==> src/design/sfd_pkg.sv <==
package sfd_pkg;

	localparam logic [7:0] DELIM      = 8'hC0;
	localparam logic [7:0] ESC        = 8'hDB;
	localparam logic [7:0] ESC_END    = 8'hDC;
	localparam logic [7:0] ESC_ESC    = 8'hDD;
	localparam logic [7:0] HEADER     = 8'h48;
	localparam logic [15:0] CMD_POWER  = 16'h0132;
	localparam logic [15:0] CMD_ENERGY = 16'h0131;
	localparam logic [7:0] CRC_POLY   = 8'hB5;
	localparam logic [5:0] LEN_MAX    = 6'd63;

	localparam logic [5:0] POS_HEADER = 6'd0;
	localparam logic [5:0] POS_ZERO0  = 6'd1;
	localparam logic [5:0] POS_ZERO1  = 6'd2;
	localparam logic [5:0] POS_ADDR_L = 6'd3;
	localparam logic [5:0] POS_ADDR_H = 6'd4;
	localparam logic [5:0] POS_CMD_H  = 6'd6;
	localparam logic [5:0] POS_CMD_L  = 6'd7;
	localparam logic [5:0] POS_VAL0   = 6'd8;
	localparam logic [5:0] POS_VAL1   = 6'd9;
	localparam logic [5:0] POS_VAL2   = 6'd10;
	localparam logic [5:0] POS_VAL3   = 6'd11;

	localparam logic [5:0] MIN_LEN_ADDR   = 6'd5;
	localparam logic [5:0] MIN_LEN_POWER  = 6'd11;
	localparam logic [5:0] MIN_LEN_ENERGY = 6'd13;

	typedef enum logic [1:0] {
		KIND_OTHER  = 2'd0,
		KIND_POWER  = 2'd1,
		KIND_ENERGY = 2'd2
	} frame_kind_t;

	typedef struct packed {
		logic               overflow;
		logic [5:0]         frame_length;
		logic signed [32:0] reading_value;
		logic               address_ok;
		logic               crc_ok;
		frame_kind_t        frame_kind;
	} result_t;

	function automatic logic [7:0] crc8_step(input logic [7:0] crc, input logic [7:0] b);
		logic [7:0] c;
		c = crc ^ b;
		for (int k = 0; k < 8; k++) begin
			if (c[7]) begin
				c = {c[6:0], 1'b0} ^ CRC_POLY;
			end else begin
				c = {c[6:0], 1'b0};
			end
		end
		return c;
	endfunction

endpackage

==> src/design/sfd_frame_core.sv <==
module sfd_frame_core #(
	parameter int MAX_FRAME_BYTES = 48
) (
	input  logic             clk,
	input  logic             arst_n,
	input  logic             step,
	input  logic [7:0]       rx_byte,
	input  logic [7:0]       meter_address_low,
	input  logic [7:0]       meter_address_high,
	output logic             close,
	output sfd_pkg::result_t result
);

	localparam logic [5:0] MaxPos = 6'(MAX_FRAME_BYTES);

	logic        in_frame_q, in_frame_d;
	logic        esc_q, esc_d;
	logic [5:0]  pos_q, pos_d;
	logic [7:0]  crc_q, crc_d;
	logic [7:0]  crc_prev_q, crc_prev_d;
	logic [7:0]  last_q, last_d;
	logic        hdr_q, hdr_d;
	logic [15:0] cmd_q, cmd_d;
	logic [31:0] val_q, val_d;
	logic        long_q, long_d;

	logic        take;
	logic [7:0]  tb;

	logic        crc_ok;
	logic        addr_ok;
	sfd_pkg::frame_kind_t kind;
	logic [19:0] ext;
	logic [19:0] power;
	logic signed [32:0] value;

	// frame close result from current state
	always_comb begin
		crc_ok  = (last_q == crc_prev_q);
		addr_ok = hdr_q && (pos_q >= sfd_pkg::MIN_LEN_ADDR);
		if (cmd_q == sfd_pkg::CMD_POWER && pos_q >= sfd_pkg::MIN_LEN_POWER) begin
			kind = sfd_pkg::KIND_POWER;
		end else if (cmd_q == sfd_pkg::CMD_ENERGY && pos_q >= sfd_pkg::MIN_LEN_ENERGY) begin
			kind = sfd_pkg::KIND_ENERGY;
		end else begin
			kind = sfd_pkg::KIND_OTHER;
		end
		ext   = {{4{val_q[15]}}, val_q[15:0]};
		power = (ext << 3) + (ext << 1);
		value = '0;
		if (crc_ok && addr_ok && !long_q) begin
			unique case (kind)
				sfd_pkg::KIND_POWER:  value = {{13{power[19]}}, power};
				sfd_pkg::KIND_ENERGY: value = {1'b0, val_q};
				default:              value = '0;
			endcase
		end
		result.frame_kind    = kind;
		result.crc_ok        = crc_ok;
		result.address_ok    = addr_ok;
		result.reading_value = value;
		result.frame_length  = pos_q;
		result.overflow      = long_q;
	end

	assign close = (rx_byte == sfd_pkg::DELIM) && in_frame_q && (pos_q != 6'd0);

	always_comb begin
		in_frame_d = in_frame_q;
		esc_d      = esc_q;
		pos_d      = pos_q;
		crc_d      = crc_q;
		crc_prev_d = crc_prev_q;
		last_d     = last_q;
		hdr_d      = hdr_q;
		cmd_d      = cmd_q;
		val_d      = val_q;
		long_d     = long_q;
		take       = 1'b0;
		tb         = rx_byte;

		if (rx_byte == sfd_pkg::DELIM) begin
			in_frame_d = 1'b1;
			esc_d      = 1'b0;
			pos_d      = '0;
			crc_d      = '0;
			crc_prev_d = '0;
			last_d     = '0;
			hdr_d      = 1'b1;
			cmd_d      = '0;
			val_d      = '0;
			long_d     = 1'b0;
		end else if (in_frame_q) begin
			esc_d = 1'b0;
			if (esc_q && rx_byte == sfd_pkg::ESC_END) begin
				take = 1'b1;
				tb   = sfd_pkg::DELIM;
			end else if (esc_q && rx_byte == sfd_pkg::ESC_ESC) begin
				take = 1'b1;
				tb   = sfd_pkg::ESC;
			end else if (rx_byte == sfd_pkg::ESC) begin
				esc_d = 1'b1;
			end else begin
				take = 1'b1;
			end
		end

		if (take) begin
			unique case (pos_q)
				sfd_pkg::POS_HEADER: if (tb != sfd_pkg::HEADER) hdr_d = 1'b0;
				sfd_pkg::POS_ZERO0,
				sfd_pkg::POS_ZERO1:  if (tb != 8'h00) hdr_d = 1'b0;
				sfd_pkg::POS_ADDR_L: if (tb != meter_address_low) hdr_d = 1'b0;
				sfd_pkg::POS_ADDR_H: if (tb != meter_address_high) hdr_d = 1'b0;
				sfd_pkg::POS_CMD_H:  cmd_d[15:8] = tb;
				sfd_pkg::POS_CMD_L:  cmd_d[7:0] = tb;
				sfd_pkg::POS_VAL0:   val_d[7:0] = tb;
				sfd_pkg::POS_VAL1:   val_d[15:8] = tb;
				sfd_pkg::POS_VAL2:   val_d[23:16] = tb;
				sfd_pkg::POS_VAL3:   val_d[31:24] = tb;
				default: ;
			endcase
			if (pos_q >= MaxPos) long_d = 1'b1;
			if (pos_q < sfd_pkg::LEN_MAX) pos_d = pos_q + 6'd1;
			crc_prev_d = crc_q;
			crc_d      = sfd_pkg::crc8_step(crc_q, tb);
			last_d     = tb;
		end
	end

	always_ff @(posedge clk or negedge arst_n) begin
		if (!arst_n) begin
			in_frame_q <= 1'b0;
			esc_q      <= 1'b0;
			pos_q      <= '0;
			crc_q      <= '0;
			crc_prev_q <= '0;
			last_q     <= '0;
			hdr_q      <= 1'b1;
			cmd_q      <= '0;
			val_q      <= '0;
			long_q     <= 1'b0;
		end else if (step) begin
			in_frame_q <= in_frame_d;
			esc_q      <= esc_d;
			pos_q      <= pos_d;
			crc_q      <= crc_d;
			crc_prev_q <= crc_prev_d;
			last_q     <= last_d;
			hdr_q      <= hdr_d;
			cmd_q      <= cmd_d;
			val_q      <= val_d;
			long_q     <= long_d;
		end
	end

endmodule

==> src/design/slip_frame_decoder_crc8_check_top.sv <==
// slip frame decoder with crc-8 and meter reply check
// s_t* carries received line bytes, one per request; 0xc0 delimits frames
// m_t* carries one request per closed non-empty frame: frame kind on m_tuser,
// crc and address checks, reading value, decoded length and overflow flag
// on m_tdata
// apb port: meter_address_low at 0x0, meter_address_high at 0x4, to be
// written by the user only while the block is idle, which the block does
// not enforce; reads return the register value; a closing 0xc0 in the input
// register is decoded into the result register, which raises m_tvalid
// throughput: one byte per cycle unless a closing byte stalls, set by the
// single decode step between the input register and the result register
// a stalled result holds in the result register; bytes that do not close a
// frame keep flowing, a closing byte waits in the input register with
// s_tready low until the result register frees
// reset clears the frame state, both address registers and both valid flags;
// bytes before the first 0xc0 are ignored
module slip_frame_decoder_crc8_check_top #(
	parameter int MAX_FRAME_BYTES = 48
) (
	input  logic        clk,
	input  logic        arst_n,
	input  logic        s_tvalid,
	output logic        s_tready,
	input  logic [7:0]  s_tdata,   // rx_byte
	output logic        m_tvalid,
	input  logic        m_tready,
	// crc_ok[0], address_ok[1], reading_value[34:2],
	// frame_length[40:35], overflow[41], zero fill[47:42]
	output logic [47:0] m_tdata,
	output logic [1:0]  m_tuser,   // frame_kind[1:0]
	input  logic        psel,
	input  logic        penable,
	input  logic        pwrite,
	input  logic [2:0]  paddr,
	input  logic [31:0] pwdata,
	output logic [31:0] prdata,
	output logic        pready
);

	logic             valid_s1;
	logic [7:0]       byte_s1;
	logic             out_valid_q;
	sfd_pkg::result_t out_q;
	logic [7:0]       addr_low_q;
	logic [7:0]       addr_high_q;

	logic             close;
	logic             need_out;
	logic             adv;
	sfd_pkg::result_t result;

	sfd_frame_core #(
		.MAX_FRAME_BYTES(MAX_FRAME_BYTES)
	) u_core (
		.clk               (clk),
		.arst_n            (arst_n),
		.step              (adv),
		.rx_byte           (byte_s1),
		.meter_address_low (addr_low_q),
		.meter_address_high(addr_high_q),
		.close             (close),
		.result            (result)
	);

	assign need_out = valid_s1 && close;
	assign adv      = valid_s1 && (!need_out || !out_valid_q || m_tready);
	assign s_tready = !valid_s1 || adv;

	always_ff @(posedge clk or negedge arst_n) begin
		if (!arst_n) begin
			valid_s1 <= 1'b0;
		end else if (s_tready) begin
			valid_s1 <= s_tvalid;
		end
	end

	always_ff @(posedge clk) begin
		if (s_tready && s_tvalid) begin
			byte_s1 <= s_tdata;
		end
	end

	always_ff @(posedge clk or negedge arst_n) begin
		if (!arst_n) begin
			out_valid_q <= 1'b0;
		end else if (adv && need_out) begin
			out_valid_q <= 1'b1;
		end else if (m_tready) begin
			out_valid_q <= 1'b0;
		end
	end

	always_ff @(posedge clk) begin
		if (adv && need_out) begin
			out_q <= result;
		end
	end

	assign m_tvalid = out_valid_q;
	assign m_tdata  = {6'b0, out_q.overflow, out_q.frame_length, out_q.reading_value,
		out_q.address_ok, out_q.crc_ok};
	assign m_tuser  = out_q.frame_kind;

	// configuration registers
	assign pready = 1'b1;

	always_ff @(posedge clk or negedge arst_n) begin
		if (!arst_n) begin
			addr_low_q  <= '0;
			addr_high_q <= '0;
		end else if (psel && penable && pwrite && pready) begin
			if (paddr[2]) begin
				addr_high_q <= pwdata[7:0];
			end else begin
				addr_low_q <= pwdata[7:0];
			end
		end
	end

	assign prdata = paddr[2] ? {24'b0, addr_high_q} : {24'b0, addr_low_q};

endmodule

==> config.mk <==
export PLATFORM = sky130hd
export DESIGN_NAME = slip_frame_decoder_crc8_check_top
export DESIGN_NICKNAME = d
export VERILOG_FILES = /design/src/design/sfd_pkg.sv /design/src/design/sfd_frame_core.sv /design/src/design/slip_frame_decoder_crc8_check_top.sv
export SDC_FILE = /design/constraint.sdc
export NUM_CORES = 1
export LEC_CHECK = 0
export BUFFER_PORTS_ARGS = -buffer_cell sky130_fd_sc_hd__buf_4
export CAP_MARGIN = 20
export CELL_PAD_IN_SITES_DETAIL_PLACEMENT = 1
export CELL_PAD_IN_SITES_GLOBAL_PLACEMENT = 1
export CORE_ASPECT_RATIO = 1.4
export CORE_UTILIZATION = 36
export DETAILED_ROUTE_END_ITERATION = 7
export HOLD_SLACK_MARGIN = 0.02
export PLACE_DENSITY_LB_ADDON = 0.1
export SLEW_MARGIN = 10
export SYNTH_ARGS = -nofsm -noshare
export SYNTH_HDL_FRONTEND = slang
export SYNTH_SLANG_ARGS = --single-unit
export TNS_END_PERCENT = 20
==> constraint.sdc <==
create_clock -name clk -period 5 [get_ports clk]
set_clock_uncertainty 0.2 [all_clocks]
set_input_delay 0.25 -clock clk [delete_from_list [all_inputs] [get_ports clk]]
set_output_delay 0.25 -clock clk [all_outputs]
set_load 0.03 [all_outputs]
==> impl_metrics.ini, run 1 <==
[status]
outcome = complete, no violations

[clock_network]
cts_root_buf = clkbuf_16
clkLatencyLatePin_ns = 0.43
cts.sinks = 152
clk_pin_slew_ns = 0.06
post-cts-setup-buffer-count = 0
h-tree-depth = 4
numCtsBuffers = 17
cts_buffer_depth = 2
postCtsHoldBufs = 19
tritoncts = done
cts_resized = 0

[sta]
timing.hold.ws_ns = 0.1370
setup_viol = 0
fin_crit_ns = 3.656
hold_viol = 0
rsz0062_at_grt = false
tightest_slew_ns = 0.8039
slew_viol_final = 0
finalCritPeriodShare_pct = 73.12
fmax_mhz = 273.5
finalSetupTns_ns = 0
maxSlewHeadroom_pct = 46.40

[placement]
placed_cell_area_sq_um = 8608
place.gp.congestion = 0.8362
dp.final_hpwl_microns = 14780
portBuffers = 77
place_inst = 999

[setup_path]
critPathLaunch = byte_s1[7]
crit_path_top_delay_cell = edfxtp_1
criticalPathCategory = register to register
worstPathCellList = nand2_1 > or4_1 > a21oi_1 > nand3_1 > nor2_4 > buf_4
arrival_ns = 3.52
r2r_cells = 6
max_stage_delay_ns = 0.83
path_buf_inv = 1
cp-start-kind = register
endpoint_kind = register
path_delay_family = simple AND/OR/NAND/NOR gates
reg2reg_to = m_tdata[35]
r2r_slack_ns = 1.34
crit_fanout = 44
timing.rr.start = byte_s1[7]
cp.required_ns = 4.86

[pwr]
p_per_area_nw_per_um2 = 418.1
peakVddDrop_v = 0.0002475
finalPower_mw = 3.946
power_leakage_nw = 3.895

[drt]
ant_nets = 0
vias = 5704
drc = 0
drt_wl_total_microns = 21020
dr.first_iter.drc_count = 301
drt-wirelength-per-cell_microns = 20.00
drt_pass1_iterations = 5
vias_per_cell = 5.427

[global_route]
first_global_vias = 6087
grt_use_met3_pct = 3.325
grt_pass1_wl_microns = 33550
top_usage_layer = met2
overflow = 0
grt_max_degree = 64
use_met2_pct = 37.71
antenna_found_initial = 0
grt_usage_pct = 19.84
gr-usage-met1_pct = 22.14

[layout]
final_common_cell = dfrtp_1
layout-drive-gt1-share_pct = 20.61
fin_nets = 849
largest_reg_flops = 42
layout-area-overhead-vs-synth_pct = 20.07
most-common-layout-cells = 99 x dfrtp_1, 88 x buf_4, 59 x nand2_1, 52 x edfxtp_1, 47 x a22o_1
stdcell_area_sq_um = 9438
instances_no_fill = 1051
antenna_cells = 0

[logic_synthesis]
synth.distinct_cells = 70
synthArstFlopShare_pct = 65.79
syn_area_sq_um = 7860
synth_edf_count = 52
synthMuxAreaShare_pct = 3.566
synth_adder_area_share_pct = 3.438
synth_compound_area_share_pct = 18.83
synth_flop_cell = dfrtp_1
seq_area_frac_synth_pct = 51.72
avgSynthCellArea_sq_um = 11.47
ys_warn_count = 0
synth-simple-area-share_pct = 10.20
synth_cells = 685
synth_top_family_by_area = compound AO/OA/AOI/OAI gates
synthXorXnorAreaFrac_pct = 6.972
synth-seq-cells = 152

[floorplanning]
initial_core_util_pct = 36.93
die_w_microns = 126.9
ios = 135
core_area_sq_um = 21280
die_y_microns = 176.8
row_count = 63
dieArea_sq_um = 22440

[job]
max_cap_viol_count = 0

[worst_hold_path]
hp-class = primary input to asynchronous set/reset pin
## synth_stat cells (5+ instances only)
master | number | share of area (%)
dfrtp_1 | 99 | 32
nand2_1 | 59 | 2.8
edfxtp_1 | 52 | 20
a22o_1 | 47 | 5.2
a21oi_1 | 37 | 2.4
nor2_1 | 34 | 1.6
buf_4 | 32 | 3.1
xor2_1 | 29 | 3.2
mux2_2 | 24 | 3.4
clkbuf_1 | 23 | 1.1
xnor2_1 | 23 | 2.6
ha_1 | 20 | 3.2
o21ai_0 | 20 | 1.3
o2bb2ai_1 | 16 | 1.8
a22oi_1 | 13 | 1.2
a21o_1 | 12 | 1.1
inv_1 | 9 | 0.43
nand3_1 | 9 | 0.57
nand4_1 | 9 | 0.72
buf_2 | 7 | 0.45
nand2b_1 | 7 | 0.56
nor3_1 | 7 | 0.45
nor4_1 | 7 | 0.56
and2_1 | 5 | 0.40
## per-stage QoR
stage | util, % | setup slack (ns)
after floorplan | - | 0.5649
after global placement | 40.45 | 1.442
after detailed placement | 40.45 | 1.373
after CTS | 44.27 | 1.313
after global routing | 44.34 | 1.195
final | 44.34 | 1.344
## final cells by class
class	instances	area, sq um
Fill cell	2294	11850
Sequential cell	152	4065
Multi-Input combinational cell	490	3523
Timing Repair Buffer	108	865.8
Clock buffer	19	432.9
Tap cell	260	325.3
Clock inverter	13	191.4
Inverter	9	33.78
## worst max path at each step
stage                   to  slack, ns  cells past startpoint
6_report       m_tdata[35]       1.34                      6
5_1_grt        m_tdata[35]       1.19                      6
4_1_cts        m_tdata[21]       1.31                      6
3_5_place_dp   m_tdata[35]       1.37                      6
3_3_place_gp   m_tdata[35]       1.44                      6
2_1_floorplan   m_tdata[0]       0.56                      7
## routing by layer
| metal | wire length, microns | up-vias | share of wire [%] |
|---|---|---|---|
| met5 | 0 | - | 0 |
| met3 | 651 | 25 | 3.1 |
| met1 | 8315 | 2892 | 40 |
| li1 | - | 2671 | - |
| met4 | 383 | 0 | 1.8 |
| met2 | 11670 | 116 | 56 |
## worst register-to-register path, stage by stage, from the launching register on
cell	delay, ns
edfxtp_1	0.83
nand2_1	0.29
or4_1	0.82
a21oi_1	0.35
nand3_1	0.19
nor2_4	0.11
buf_4	0.47
## power breakdown
group | internal [mW] | switching, mW | total [mW]
Sequential | 1.45 | 0.198 | 1.64
Combinational | 0.431 | 0.485 | 0.917
Clock | 0.844 | 0.540 | 1.38
Total | 2.72 | 1.22 | 3.95
## cell families (layout without fill, tap and decap cells)
group,after synthesis,in the layout
fa+ha+maj,21,21
mux,25,25
other cells,2,31
buf+inv,72,149
xor+xnor,57,57
compound gates,193,193
simple gates,163,163
flops,152,152
Power figures use the tool's default switching activity.
==> inputs of run 2 (changes only) <==
Clock period 5 ns to 3.8 ns, I/O delays scaled along.
==> run 2 against run 1 <==
Total power rose by 33%. Global-route usage rose by 0.64 points. Final cell count rose by 0.76%. Critical path depth rose by 3. Critical endpoint is now m_tdata[19]. Largest power group unchanged.
==> impl_metrics.ini, run 2 (synthesis gave the netlist of run 1 again) <==
[sta]
setup_viol = 0
fmax_mhz = 308.9
tightest_slew_ns = 0.6828
fin_crit_ns = 3.237
slew_viol_final = 0
finalSetupTns_ns = 0
timing.hold.ws_ns = 0.03810
maxSlewHeadroom_pct = 54.39
finalCritPeriodShare_pct = 85.19
hold_viol = 0
rsz0062_at_grt = false
finalWorstSetupSlack_ns = 0.5630

[drt]
drt_pass1_iterations = 4
ant_nets = 0
drt-wirelength-per-cell_microns = 20.73
dr.first_iter.drc_count = 320
vias = 5773
drc = 0
drt_wl_total_microns = 21960
vias_per_cell = 5.451

[floorplanning]
row_count = 63
initial_core_util_pct = 36.93
core_area_sq_um = 21280
die_y_microns = 176.8
ios = 135
die_w_microns = 126.9
dieArea_sq_um = 22440

[pwr]
power_switching_mw = 1.650
combPwrFrac_pct = 23.0
power_frac_clock_pct = 35.8
power_leakage_nw = 3.941
switching_share_pct = 31.45
internal_power_mw = 3.595
peakVddDrop_v = 0.0003172
seqPwrFrac_pct = 41.2
p_per_area_nw_per_um2 = 550.5

[layout]
largest_reg_flops = 42
final_util_pct = 44.77
most-common-layout-cells = 99 x dfrtp_1, 94 x buf_4, 59 x nand2_1, 52 x edfxtp_1, 47 x a22o_1
final_common_cell = dfrtp_1
fin_nets = 857
layout-area-overhead-vs-synth_pct = 21.22
antenna_cells = 0
instances_no_fill = 1059
fillers = 2277
layout-drive-gt1-share_pct = 21.53

[placement]
dp_slack_ns = 0.6022
place.gp.congestion = 0.8824
place_inst = 1006
dp.final_hpwl_microns = 15770
portBuffers = 77

[global_route]
grt_usage_pct = 20.48
antenna_found_initial = 0
first_global_vias = 6234
grt_pass1_wl_microns = 34700
overflow = 0
grt_max_degree = 45

[clock_network]
cts_buffer_depth = 2
cts.sinks = 152
cts_root_buf = clkbuf_16
h-tree-depth = 4
clk_pin_slew_ns = 0.07
tritoncts = done
clkLatencyLatePin_ns = 0.44
numCtsBuffers = 17

[job]
max_cap_viol_count = 0

[setup_path]
cp.required_ns = 3.77
reg2reg_to = m_tdata[19]
r2r_slack_ns = 0.56
criticalPathCategory = register to register
r2r_cells = 9
cp-start-kind = register
crit_fanout = 4
timing.rr.start = u_core.val_q[0]
arrival_ns = 3.21
endpoint_kind = register

[worst_hold_path]
hp-class = primary input to asynchronous set/reset pin

[status]
outcome = complete, no violations
## run 2: area by class of cell
type / instances / area [sq um] / share of cell area, %
flip-flops and latches: 152 / 4065 / 42.67
multi-input cells: 490 / 3523 / 36.98
repair buffers: 116 / 940.9 / 9.875
clock buffers: 17 / 425.4 / 4.465
well taps: 260 / 325.3 / 3.414
clock inverters: 15 / 214.0 / 2.246
inverters: 9 / 33.78 / 0.3546
## run 2: worst max-delay path, cell delays in order (launching register included)
cell and delay, ns:
dfrtp_1 0.43, ha_1 0.26, fa_1 0.42, a21o_1 0.19
a211oi_1 0.38, o21bai_1 0.28, a2111o_1 0.49, a21oi_1 0.13
nand3b_1 0.12, a21oi_1 0.08
## run 2: per-layer routing
| layer | part of all wire (%) | GRT usage, % |
|---|---|---|
| met5 | 0 | 0 |
| met4 | 2.7 | 9.077 |
| met3 | 2.9 | 3.114 |
| met2 | 55 | 39.08 |
| met1 | 40 | 22.09 |
## run 2: worst max-delay path by stage
stage,start,slack (ns),cells past startpoint,end
after floorplan,byte_s1[1],0.09,7,m_tdata[0]
after global placement,u_core.val_q[2],0.70,9,m_tdata[19]
after detailed placement,u_core.val_q[0],0.60,9,m_tdata[19]
after CTS,u_core.val_q[0],0.59,9,m_tdata[19]
after global routing,u_core.val_q[0],0.43,9,m_tdata[19]
final,u_core.val_q[0],0.56,9,m_tdata[19]
## run 2: what timing repair did
action                                  4_1_cts  5_1_grt
buffers inserted                              0        0
hold buffers                                 20        0
resized for setup                             0        0
endpoints found under the setup margin        0        0
hold endpoints to repair                     56        0
## run 2: power by group through the flow
stage	Clock, mW	Sequential, mW	Combinational [mW]
after floorplan	0	2.09	0.977
after global placement	0	2.18	1.17
after detailed placement	0	2.19	1.20
after CTS	1.91	2.16	1.22
after global routing	1.97	2.20	1.33
final	1.88	2.16	1.21
## run 2: per-stage QoR
step / power, mW / area [sq um]
final: 5.245 / 9528
after global routing: 5.498 / 9528
after CTS: 5.298 / 9513
after detailed placement: 3.390 / 8673
after global placement: 3.349 / 8673
after floorplan: 3.070 / 7971
